## src/hw/rtl/madt_pkg.sv

```systemverilog
`default_nettype none
package madt_pkg;

	localparam int unsigned HEADER_BYTES = 44;

	localparam int unsigned LIMIT_W = 9;
	localparam logic [LIMIT_W-1:0] CPU_LIMIT_RESET = 9'd64;
	localparam logic [LIMIT_W-1:0] IOAPIC_LIMIT_RESET = 9'd8;

	localparam logic REG_CPU_LIMIT = 1'b0;
	localparam logic REG_IOAPIC_LIMIT = 1'b1;

	localparam int unsigned QUEUE_DEPTH = 4;
	localparam int unsigned QUEUE_AW = $clog2(QUEUE_DEPTH);
	localparam int unsigned QUEUE_CW = $clog2(QUEUE_DEPTH + 1);

	typedef enum logic [1:0] {
		KIND_CPU = 2'd0,
		KIND_IOAPIC = 2'd1,
		KIND_DONE = 2'd2
	} kind_t;

	typedef struct packed {
		kind_t kind;
		logic [7:0] apic_id;
		logic [31:0] io_address;
		logic [31:0] irq_base;
		logic [15:0] ordinal;
		logic [15:0] io_count;
		logic within_limit;
		logic last_of_run;
	} result_t;

	typedef struct packed {
		logic [1:0] count;
		result_t word0;
		result_t word1;
	} result_push_t;

endpackage
`default_nettype wire

```

## src/hw/rtl/madt_entry_parser_unit.sv

```systemverilog
`default_nettype none
// Walks an interrupt controller description table presented one byte per cycle
// and reports enabled processor entries, I/O controller entries and a final
// done word with both counts. A byte is taken every cycle as long as the
// four-word result queue has room for the results of the byte in the input
// register and of the new byte, two words each; an accepted byte is parsed
// from the input register, and its results are registered into the result
// queue. Results leave at one word per cycle while out_ready is high, so a
// byte that yields an entry and done together gives two words in turn. The
// two limit registers sit at byte addresses 0 and 4 of the APB port.
module madt_entry_parser_unit (
	input wire logic clk,
	input wire logic arst_n,
	input wire logic in_valid,
	output logic in_ready,
	input wire logic [7:0] table_byte,
	input wire logic first_byte,
	input wire logic final_byte,
	output logic out_valid,
	input wire logic out_ready,
	output logic [1:0] kind,
	output logic [7:0] apic_id,
	output logic [31:0] io_address,
	output logic [31:0] irq_base,
	output logic [15:0] ordinal,
	output logic [15:0] io_count,
	output logic within_limit,
	output logic last_of_run,
	input wire logic psel,
	input wire logic penable,
	input wire logic pwrite,
	input wire logic [2:0] paddr,
	input wire logic [31:0] pwdata,
	output logic [31:0] prdata,
	output logic pready
);

	logic [madt_pkg::LIMIT_W-1:0] cpu_limit;
	logic [madt_pkg::LIMIT_W-1:0] ioapic_limit;
	logic [madt_pkg::QUEUE_CW-1:0] queue_count;
	madt_pkg::result_push_t push;
	madt_pkg::result_t head;

	madt_reg_if u_reg_if (
		.clk(clk),
		.arst_n(arst_n),
		.psel(psel),
		.penable(penable),
		.pwrite(pwrite),
		.paddr(paddr),
		.pwdata(pwdata),
		.prdata(prdata),
		.pready(pready),
		.cpu_limit(cpu_limit),
		.ioapic_limit(ioapic_limit)
	);

	madt_walk u_walk (
		.clk(clk),
		.arst_n(arst_n),
		.in_valid(in_valid),
		.in_ready(in_ready),
		.table_byte(table_byte),
		.first_byte(first_byte),
		.final_byte(final_byte),
		.cpu_limit(cpu_limit),
		.ioapic_limit(ioapic_limit),
		.queue_count(queue_count),
		.push(push)
	);

	madt_out_queue u_out_queue (
		.clk(clk),
		.arst_n(arst_n),
		.push(push),
		.count(queue_count),
		.out_valid(out_valid),
		.out_ready(out_ready),
		.head(head)
	);

	assign kind = head.kind;
	assign apic_id = head.apic_id;
	assign io_address = head.io_address;
	assign irq_base = head.irq_base;
	assign ordinal = head.ordinal;
	assign io_count = head.io_count;
	assign within_limit = head.within_limit;
	assign last_of_run = head.last_of_run;

endmodule
`default_nettype wire

```

## src/hw/rtl/madt_reg_if.sv

```systemverilog
`default_nettype none
module madt_reg_if (
	input wire logic clk,
	input wire logic arst_n,
	input wire logic psel,
	input wire logic penable,
	input wire logic pwrite,
	input wire logic [2:0] paddr,
	input wire logic [31:0] pwdata,
	output logic [31:0] prdata,
	output logic pready,
	output logic [madt_pkg::LIMIT_W-1:0] cpu_limit,
	output logic [madt_pkg::LIMIT_W-1:0] ioapic_limit
);

	logic [madt_pkg::LIMIT_W-1:0] cpu_limit_q;
	logic [madt_pkg::LIMIT_W-1:0] ioapic_limit_q;
	logic wr_en;

	assign pready = 1'b1;
	assign wr_en = psel & penable & pwrite;

	always_ff @(posedge clk or negedge arst_n) begin
		if (!arst_n) begin
			cpu_limit_q <= madt_pkg::CPU_LIMIT_RESET;
			ioapic_limit_q <= madt_pkg::IOAPIC_LIMIT_RESET;
		end else if (wr_en) begin
			unique case (paddr[2])
				madt_pkg::REG_CPU_LIMIT: begin
					cpu_limit_q <= pwdata[madt_pkg::LIMIT_W-1:0];
				end
				madt_pkg::REG_IOAPIC_LIMIT: begin
					ioapic_limit_q <= pwdata[madt_pkg::LIMIT_W-1:0];
				end
				default: begin
				end
			endcase
		end
	end

	always_comb begin
		unique case (paddr[2])
			madt_pkg::REG_CPU_LIMIT: begin
				prdata = {{(32-madt_pkg::LIMIT_W){1'b0}}, cpu_limit_q};
			end
			madt_pkg::REG_IOAPIC_LIMIT: begin
				prdata = {{(32-madt_pkg::LIMIT_W){1'b0}}, ioapic_limit_q};
			end
			default: begin
				prdata = '0;
			end
		endcase
	end

	assign cpu_limit = cpu_limit_q;
	assign ioapic_limit = ioapic_limit_q;

endmodule
`default_nettype wire

```

## src/hw/rtl/madt_out_queue.sv

```systemverilog
`default_nettype none
module madt_out_queue (
	input wire logic clk,
	input wire logic arst_n,
	input wire madt_pkg::result_push_t push,
	output logic [madt_pkg::QUEUE_CW-1:0] count,
	output logic out_valid,
	input wire logic out_ready,
	output madt_pkg::result_t head
);

	madt_pkg::result_t mem_q [madt_pkg::QUEUE_DEPTH];
	logic [madt_pkg::QUEUE_AW-1:0] wr_ptr_q;
	logic [madt_pkg::QUEUE_AW-1:0] rd_ptr_q;
	logic [madt_pkg::QUEUE_CW-1:0] count_q;
	logic pop;
	logic [madt_pkg::QUEUE_AW-1:0] wr_ptr_p1;

	assign pop = out_ready && (count_q != '0);
	assign wr_ptr_p1 = wr_ptr_q + madt_pkg::QUEUE_AW'(1);

	always_ff @(posedge clk) begin
		if (push.count != 2'd0) begin
			mem_q[wr_ptr_q] <= push.word0;
		end
		if (push.count == 2'd2) begin
			mem_q[wr_ptr_p1] <= push.word1;
		end
	end

	always_ff @(posedge clk or negedge arst_n) begin
		if (!arst_n) begin
			wr_ptr_q <= '0;
			rd_ptr_q <= '0;
			count_q <= '0;
		end else begin
			wr_ptr_q <= wr_ptr_q + madt_pkg::QUEUE_AW'(push.count);
			if (pop) begin
				rd_ptr_q <= rd_ptr_q + madt_pkg::QUEUE_AW'(1);
			end
			count_q <= count_q + madt_pkg::QUEUE_CW'(push.count)
				- madt_pkg::QUEUE_CW'(pop);
		end
	end

	assign count = count_q;
	assign out_valid = (count_q != '0);
	assign head = mem_q[rd_ptr_q];

endmodule
`default_nettype wire

```

## src/hw/rtl/madt_walk.sv

```systemverilog
`default_nettype none
module madt_walk (
	input wire logic clk,
	input wire logic arst_n,
	input wire logic in_valid,
	output logic in_ready,
	input wire logic [7:0] table_byte,
	input wire logic first_byte,
	input wire logic final_byte,
	input wire logic [madt_pkg::LIMIT_W-1:0] cpu_limit,
	input wire logic [madt_pkg::LIMIT_W-1:0] ioapic_limit,
	input wire logic [madt_pkg::QUEUE_CW-1:0] queue_count,
	output madt_pkg::result_push_t push
);

	localparam logic [31:0] HDR = 32'(madt_pkg::HEADER_BYTES);

	logic valid_s1;
	logic [7:0] byte_s1;
	logic first_s1;
	logic final_s1;

	logic [31:0] offset_q;
	logic [31:0] length_q;
	logic [31:0] estart_q;
	logic [7:0] etype_q;
	logic [7:0] elen_q;
	logic [7:0] held_id_q;
	logic [31:0] held_addr_q;
	logic [31:0] held_base_q;
	logic [15:0] cpu_cnt_q;
	logic [15:0] io_cnt_q;
	logic stopped_q;
	logic done_q;

	logic [31:0] offset_n;
	logic [31:0] length_n;
	logic [31:0] estart_n;
	logic [7:0] etype_n;
	logic [7:0] elen_n;
	logic [7:0] held_id_n;
	logic [31:0] held_addr_n;
	logic [31:0] held_base_n;
	logic [15:0] cpu_cnt_n;
	logic [15:0] io_cnt_n;
	logic stopped_n;
	logic done_n;

	logic active;
	logic [31:0] o;
	logic [31:0] r;
	logic in_walk;
	logic ent_hit;
	logic fin_hit;
	madt_pkg::result_t ent_res;
	madt_pkg::result_t done_res;
	logic [madt_pkg::QUEUE_CW:0] need;

	always_comb begin
		need = (madt_pkg::QUEUE_CW+1)'(valid_s1 ? 4 : 2);
		in_ready = ((madt_pkg::QUEUE_CW+1)'(madt_pkg::QUEUE_DEPTH)
			- {1'b0, queue_count}) >= need;
	end

	always_ff @(posedge clk or negedge arst_n) begin
		if (!arst_n) begin
			valid_s1 <= 1'b0;
		end else begin
			valid_s1 <= in_valid && in_ready;
		end
	end

	always_ff @(posedge clk) begin
		if (in_valid && in_ready) begin
			byte_s1 <= table_byte;
			first_s1 <= first_byte;
			final_s1 <= final_byte;
		end
	end

	always_comb begin
		active = valid_s1 && (first_s1 || !done_q);
		if (first_s1) begin
			offset_n = '0;
			length_n = '0;
			estart_n = HDR;
			etype_n = '0;
			elen_n = '0;
			held_id_n = '0;
			held_addr_n = '0;
			held_base_n = '0;
			cpu_cnt_n = '0;
			io_cnt_n = '0;
			stopped_n = 1'b0;
			done_n = 1'b0;
		end else begin
			offset_n = offset_q;
			length_n = length_q;
			estart_n = estart_q;
			etype_n = etype_q;
			elen_n = elen_q;
			held_id_n = held_id_q;
			held_addr_n = held_addr_q;
			held_base_n = held_base_q;
			cpu_cnt_n = cpu_cnt_q;
			io_cnt_n = io_cnt_q;
			stopped_n = stopped_q;
			done_n = done_q;
		end

		o = offset_n;
		ent_hit = 1'b0;
		ent_res = '0;
		done_res = '0;

		if (o[31:2] == 30'd1) begin
			length_n[8*o[1:0] +: 8] = byte_s1;
		end

		in_walk = (o >= HDR) && !stopped_n && (o < length_n) && (o >= estart_n);
		r = o - estart_n;

		if (in_walk) begin
			if (r == 32'd0) begin
				etype_n = byte_s1;
			end else if (r == 32'd1) begin
				elen_n = byte_s1;
				if (byte_s1 < 8'd2) begin
					stopped_n = 1'b1;
				end
			end else if (etype_n == 8'd0) begin
				if (r == 32'd3) begin
					held_id_n = byte_s1;
				end else if (r == 32'd4 && byte_s1[0]) begin
					ent_hit = 1'b1;
					ent_res.kind = madt_pkg::KIND_CPU;
					ent_res.apic_id = held_id_n;
					ent_res.ordinal = cpu_cnt_n;
					ent_res.within_limit =
						cpu_cnt_n < {{(16-madt_pkg::LIMIT_W){1'b0}}, cpu_limit};
					cpu_cnt_n = cpu_cnt_n + 16'd1;
				end
			end else if (etype_n == 8'd1) begin
				if (r == 32'd2) begin
					held_id_n = byte_s1;
				end else if (r[31:2] == 30'd1) begin
					held_addr_n[8*r[1:0] +: 8] = byte_s1;
				end else if (r[31:2] == 30'd2) begin
					held_base_n[8*r[1:0] +: 8] = byte_s1;
					if (r[1:0] == 2'd3) begin
						ent_hit = 1'b1;
						ent_res.kind = madt_pkg::KIND_IOAPIC;
						ent_res.apic_id = held_id_n;
						ent_res.io_address = held_addr_n;
						ent_res.irq_base = held_base_n;
						ent_res.ordinal = io_cnt_n;
						ent_res.within_limit =
							io_cnt_n < {{(16-madt_pkg::LIMIT_W){1'b0}}, ioapic_limit};
						io_cnt_n = io_cnt_n + 16'd1;
					end
				end
			end
			if (!stopped_n && r != 32'd0
				&& ({1'b0, r} + 33'd1) == {25'd0, elen_n}) begin
				estart_n = estart_n + {24'd0, elen_n};
			end
		end

		fin_hit = final_s1 || (o >= 32'd7 && ({1'b0, o} + 33'd1) >= {1'b0, length_n});
		done_res.kind = madt_pkg::KIND_DONE;
		done_res.ordinal = cpu_cnt_n;
		done_res.io_count = io_cnt_n;
		done_res.last_of_run = 1'b1;
		if (fin_hit) begin
			done_n = 1'b1;
		end else begin
			ent_res.last_of_run = 1'b1;
		end

		if (o != 32'hFFFF_FFFF) begin
			offset_n = o + 32'd1;
		end

		push.word0 = ent_hit ? ent_res : done_res;
		push.word1 = done_res;
		if (!active) begin
			push.count = 2'd0;
		end else begin
			push.count = {1'b0, ent_hit} + {1'b0, fin_hit};
		end
	end

	always_ff @(posedge clk or negedge arst_n) begin
		if (!arst_n) begin
			offset_q <= '0;
			length_q <= '0;
			estart_q <= HDR;
			etype_q <= '0;
			elen_q <= '0;
			held_id_q <= '0;
			held_addr_q <= '0;
			held_base_q <= '0;
			cpu_cnt_q <= '0;
			io_cnt_q <= '0;
			stopped_q <= 1'b0;
			done_q <= 1'b1;
		end else if (active) begin
			offset_q <= offset_n;
			length_q <= length_n;
			estart_q <= estart_n;
			etype_q <= etype_n;
			elen_q <= elen_n;
			held_id_q <= held_id_n;
			held_addr_q <= held_addr_n;
			held_base_q <= held_base_n;
			cpu_cnt_q <= cpu_cnt_n;
			io_cnt_q <= io_cnt_n;
			stopped_q <= stopped_n;
			done_q <= done_n;
		end
	end

endmodule
`default_nettype wire

```

## config.mk

```make
export PLATFORM = sky130hd
export DESIGN_NAME = madt_entry_parser_unit
export DESIGN_NICKNAME = d
export VERILOG_FILES = /design/src/hw/rtl/madt_pkg.sv /design/src/hw/rtl/madt_entry_parser_unit.sv /design/src/hw/rtl/madt_reg_if.sv /design/src/hw/rtl/madt_out_queue.sv /design/src/hw/rtl/madt_walk.sv
export SDC_FILE = /design/constraint.sdc
export NUM_CORES = 2
export LEC_CHECK = 0
export ABC_AREA = 1
export BUFFER_PORTS_ARGS = -buffer_cell sky130_fd_sc_hd__buf_2
export CORE_MARGIN = 2
export CORE_UTILIZATION = 57
export CTS_CLUSTER_SIZE = 24
export DETAILED_ROUTE_END_ITERATION = 16
export GPL_ROUTABILITY_DRIVEN = 0
export PLACE_DENSITY = 0.78
export SYNTH_ARGS = -nofsm -noshare
export SYNTH_HDL_FRONTEND = slang
export SYNTH_SLANG_ARGS = --single-unit
```

## constraint.sdc

```tcl
create_clock -name clk -period 7.45 [get_ports clk]
set_clock_uncertainty 0.1 [all_clocks]
set_input_delay 1.1175 -clock clk [delete_from_list [all_inputs] [get_ports clk]]
set_output_delay 1.1175 -clock clk [all_outputs]
set_load 0.03 [all_outputs]
```

# Word-level counts from Yosys, hierarchy flattened
# Memories as Yosys holds them, arrays and structs flattened.
# Cells that the tools add are included.
[totals]
register_bits = 254
ramBits = 432
output_inout_bits = 143
elab_cells = 204
n_memories = 1
[memory_table]
columns = ["name", "words", "width", "rd", "rd_ports_with_merged_regs", "wr", "line", "rtl"]
rows = [
  ["u_out_queue.mem_q", 4, 108, 1, 0, 2, "madt_out_queue.sv:12", "madt_pkg::result_t mem_q [madt_pkg::QUEUE_DEPTH];"],
]
[op_classes]
add_sub_neg = 16
magnitude_cmp = 9
eq_ne = 12
n_shift = 4
n_mux = 114
bitwise = 3
reduce_logical = 24
[ops]
columns = ["operator", "count"]
rows = [
  ["2-to-1 mux 32 bit", 24],
  ["2-to-1 mux 90 bit", 6],
  ["2-to-1 mux 16 bit", 20],
  ["2-to-1 mux 89 bit", 2],
  ["2-to-1 mux 8 bit", 17],
  ["2-to-1 mux 108 bit", 1],
  ["bitwise mux 32 bit", 3],
  ["negator 5 -> 34 bit", 2],
  ["variable shift 8 x 34 -> 32 bit (first input constant)", 2],
  ["variable part select 8 x 34 -> 32 bit", 2],
  ["adder 32 x 1 -> 33 bit (second input constant)", 2],
  ["equality test 32 x 2 -> 1 bit (second input constant)", 2],
  ["2-to-1 mux 64 bit", 1],
  ["one-hot mux 32 bit (2 select lines)", 1],
  ["equality test 30 x 1 -> 1 bit (second input constant)", 2],
  ["2-to-1 mux 1 bit", 35],
  ["equality test 33 x 8 -> 1 bit", 1],
  [">= comparator 33 x 32 -> 1 bit", 1],
  ["adder 16 x 1 -> 16 bit (second input constant)", 2],
  ["adder 32 x 1 -> 32 bit (second input constant)", 1],
  ["adder 32 x 8 -> 32 bit", 1],
  ["equality test 32 x 1 -> 1 bit (second input constant)", 1],
  ["equality test 32 x 3 -> 1 bit (second input constant)", 1],
  [">= comparator 32 x 3 -> 1 bit (second input constant)", 1],
  ["other kinds (31)", 51],
]

# Depth between registers and ports, before layout
[logic_depth]
depth_word = 17
ltp_mapped = 49

# Hierarchy
# A second synthesis with hierarchy kept.
[hier_totals]
cells_unflattened = 6925
hier_area_um2 = 47843.4
[modules_own_cells]
columns = ["mod", "n_inst", "cells_per_inst", "area_per_inst_um2", "seq_area_each_um2"]
rows = [
  ["madt_walk", 1, 3931, 23686.5, 5585.4],
  ["madt_out_queue", 1, 2859, 23103.4, 13147.6],
  ["madt_reg_if", 1, 135, 1053.5, 452.9],
]

# Worst setup path before layout
# No wires, ideal clock.
[synth_timing]
path_type = "register to register"
start = "reg u_walk.first_s1"
end = "mem u_out_queue.mem_q[2][13] in the netlist's numbering (data pin)"
arrival_ns = 7.860
slack_ns = -0.650
stages_incl_launch_ff = 47
n_path_buf = 11
cell_sequence = "edfxtp_1 -> inv_2 -> buf_6 -> buf_6 -> buf_2 -> clkbuf_1 -> buf_1 -> clkbuf_1 -> clkbuf_1 -> buf_1 -> clkbuf_1 -> nand2_1 -> ha_1 -> nand2_1 -> nor2_1 -> nand2_1 -> nor3_1 -> nand2_1 -> [... 11 more ...] -> nor2_8 -> nand2_2 -> o21ai_1 -> buf_4 -> ha_1 -> inv_1 -> nor2_1 -> nor2_1 -> nor3_2 -> inv_1 -> nor2_1 -> nand2_1 -> inv_1 -> nor2_1 -> inv_1 -> o21ai_2 -> buf_2 -> nor2_1"
[synth_lines]
columns = ["element", "line", "rtl"]
rows = [
  ["start, declared", "madt_walk.sv:20", "logic first_s1;"],
  ["start signal, assigned", "madt_walk.sv:76", "first_s1 <= first_byte;"],
  ["end, declared", "madt_out_queue.sv:12", ""],
]

==> results.md <==
* Outcome: finished clean
* Area growth from synthesis to final layout at 10.8%
* Yosys Warn Count at 0
* Mapped Area at around 0.041 sq mm
* R2R depth at 34
* Hold slack at between 0.3 and 0.4 ns
* Initial antenna violation count at 0
* Post-synth EDFFs at ~140
* Worst r2r dst: u_out_queue.mem_q[3][10]
* Max clock buf depth at 3
* Hold endpoint: u_out_queue.mem_q[1][65]
* Mapped Cells at about 6000
* CP arrival at around 7.3 ns
* Final antenna-violating net count at 0
* Routed wire length at between 100000 and 150000 microns
* Count of port buffers added during placement at about 150
* First-pass GRT wire length at around 200000 microns
* Drt wl/cell at approximately 19 microns
* Peak supply drop at about 330 uV
* CTS tree: done
* DRC Markers at 0
* M1 WL at ~53000 microns
* Max-slew headroom at about 28%
* Io pins at 195
* # setup viols final at 0
* Synthesized area per cell at slightly below 7 sq um
* Leak at 20.3 nW
* Clock sinks at 686
* Met2 wire length at 59700 microns
* Share of cells above drive strength 1 at 8.10%
* DR WL met3 at about 13000 microns
* Die ar. at about 0.074 sq mm
* Nets@finish at 6208
* Vias in the first global route at between 30000 and 40000
* Worst r2r src: u_walk.first_s1
* Design Power at 14.5 mW
* Crit path largest cell delay at between 0.4 and 0.5 ns
* Yosys reg bits at 686
* Overall die width at between 200 and 300 microns
* GRT Total Usage at between 30% and 40%
* Vias per cell at approximately 6
* Grt ovf at 0
* CTS Buf Count at 77
* Kind of critical path: reg -> reg
* Total of max-cap violations at 0
* Root buffer cell: clkbuf_16
* Reg2reg setup slack at approximately 0.37 ns
* Die Height at 273 microns
* DR top layer: met4
* Clock Pin Slew Worst Setup and Hold Paths at around 0.060 ns
* Worst slew pin tran at ~1.1 ns
* Via count at between 40000 and 50000
* H-tree levels at 3
* Post-synthesis async set-or-reset flop share at 35.6%
* Final Hold Viols at 0
* Start point of the worst hold path: u_out_queue.mem_q[1][65]
* Slowest-stage cell, CP: edfxtp_1
* Critical path peak fanout at 32
* Core area at ~0.071 sq mm
* Cell Rows at 98
* Pwr Density at about 320 mW/mm^2
* Synth cell types at 69
* Main synth FF type: dfxtp_1
* Detailed Routing Iterations Pass 1 at 6
* Post-layout worst setup margin at around 0.37 ns
* Slew Viols, Final at 0
* CP Capture Type: flop
* Tmin final at ~7.1 ns
* Initial DRC count at roughly 6000
* Fillers at approximately 6300
* Initial Util at between 50 and 60%
* Hold Crit Depth at 2
* Fmax at around 140 MHz
* Setup WS pre-CTS at ~0.075 ns
* Critical path's most frequent cell: nor2_1
* CP Launch Type: flop
* Ant. Diodes at 0
* Hold Buf Count CTS at 0
* Largest net degree at the start of global routing at 146
* Clock latency at the later pin of the worst-skew pair at between 0.6 and 0.7 ns
* Register area share after synthesis at 39.7%
* CP Data Required Time at between 7 and 8 ns
* Dpl hpwl at between 80000 and 90000 microns
* Min-Delay Path Class: reg -> reg
* Period Utilization, post-route at a little over nine tenths
[cells in the final DEF, fill, tap and decap left out, types with 19 or more instances in the layout]
| master | count |
|---|---|
| conb_1 | 24 |
| nor4_1 | 21 |
| o21ai_1 | 187 |
| nand2_1 | 1636 |
| o211ai_1 | 29 |
| buf_4 | 58 |
| o22ai_1 | 156 |
| ha_1 | 118 |
| nand3_1 | 274 |
| nor2_2 | 21 |
| inv_2 | 20 |
| nor2_1 | 732 |
| dfxtp_1 | 304 |
| xor2_1 | 56 |
| buf_2 | 144 |
| dfrtp_1 | 236 |
| a21oi_1 | 162 |
| nor3_1 | 60 |
| clkbuf_16 | 82 |
| nand4_1 | 89 |
| o21ai_0 | 677 |
| inv_1 | 590 |
| edfxtp_1 | 138 |
| clkbuf_1 | 19 |
| nand2_2 | 30 |
[cell families after synthesis]
group,share of synthesized area (%)
and+or+nand+nor,29.4
other,0.0182
buffers and inverters,8.98
adders and majority gates,3.73
DFF,39.7
AOI/OAI and AO/OA,16.9
xor gates and xnor gates,1.34
[Yosys cell counts, types with 5 or more instances]
library cell | count | area share, %
o21ai_0 | 679 | 8.2
o21ai_1 | 185 | 2.2
dfstp_2 | 6 | 0.38
o2111ai_1 | 6 | 0.13
buf_2 | 22 | 0.27
nor3_1 | 64 | 0.78
buf_6 | 10 | 0.27
dfrtp_1 | 238 | 14
nand2_2 | 25 | 0.38
dfxtp_1 | 304 | 15
xor2_1 | 56 | 1.2
clkbuf_1 | 221 | 2.0
nand3b_1 | 5 | 0.091
edfxtp_1 | 138 | 10
nor2_4 | 7 | 0.19
nor4_1 | 24 | 0.36
nand4_1 | 89 | 1.4
o22ai_1 | 156 | 2.4
buf_4 | 31 | 0.56
inv_1 | 601 | 5.5
a31oi_1 | 7 | 0.11
xnor2_1 | 7 | 0.15
nor2_1 | 743 | 6.8
o21ai_2 | 5 | 0.11
a32o_1 | 6 | 0.15
a22oi_1 | 14 | 0.26
nand2_1 | 1641 | 15
nor2_2 | 18 | 0.27
o211ai_1 | 29 | 0.53
a21oi_1 | 163 | 2.0
ha_1 | 118 | 3.6
clkinv_1 | 5 | 0.046
nand3_1 | 275 | 3.3
o21bai_1 | 14 | 0.26
inv_2 | 15 | 0.14
buf_1 | 22 | 0.20
nand3_2 | 11 | 0.27
[worst max path at each step]
stage                          from                       end  slack [ns]  cells past startpoint
detailed placement  u_walk.first_s1   u_out_queue.mem_q[0][2]        0.08                     40
finish              u_walk.first_s1  u_out_queue.mem_q[3][10]        0.37                     34
CTS                 u_walk.first_s1   u_out_queue.mem_q[0][2]       0.002                     41
floorplan           u_walk.first_s1  u_out_queue.mem_q[3][13]        0.04                     44
global placement    u_walk.first_s1  u_out_queue.mem_q[0][15]        0.16                     41
global route        u_walk.first_s1  u_out_queue.mem_q[3][10]       -0.04                     42
[timing repair]
action                                 in CTS  in global routing
setup endpoints to repair                   3                567
pin swaps                                   1                  5
endpoints found under the hold margin       0                  0
gates cloned                                0                  7
setup buffers                               0                  5
gates resized for setup                     0                 42
[per-layer routing]
layer	up-vias	global-route usage, %
met4	0	15.8
met2	2294	53.8
li1	19757	-
met5	-	0
met1	19454	46.2
met3	379	5.08
[flip-flops by register name, summed over array words and instances, names as in the netlist, 16 cells and up]
register,cells
u_walk.cpu_cnt_q,16
u_walk.estart_q,32
u_walk.io_cnt_q,16
u_walk.offset_q,32
u_walk.length_q,32
u_out_queue.mem_q,432
u_walk.held_base_q,32
u_walk.held_addr_q,32
[power by group]
group	leakage [nW]	switching [mW]	total, mW	internal [mW]
sequential	7.11	0.214	4.29	4.07
clock	1.32	1.69	4.04	2.35
combinational	11.9	4.72	6.20	1.48
total	20.3	6.62	14.5	7.91
[through the flow]
step | area [sq um] | cells | setup TNS, ns | util (%)
6_report | 45600 | 7049 | 0 | 63.8
5_1_grt | 45600 | 7049 | -0.316 | 63.8
4_1_cts | 45300 | 7037 | 0 | 63.4
3_5_place_dp | 42600 | 6894 | 0 | 59.6
3_3_place_gp | 42600 | 6894 | 0 | 59.6
2_1_floorplan | 41300 | 6035 | 0 | -
[area by class of cell]
cell class                 instances  area, sq um  share of cell area, %
timing repair buffer             223         1540                   3.37
sequential                       686        16400                   35.8
tap                              950         1190                   2.61
clock buffer                     116         2310                   5.06
inverter                         621         2360                   5.18
clock inverter                    27          417                  0.913
multi-input combinational       4426        21500                   47.0
[critical path, delay by kind of cell, from the launching register on]
family	cells	cell delay, ns
adders and majority gates	2	0.59
and+or+nand+nor	17	2.89
AOI/OAI and AO/OA	5	1.08
buffers and inverters	10	1.61
DFF	1	0.47
(Power assumes the default switching activity.)
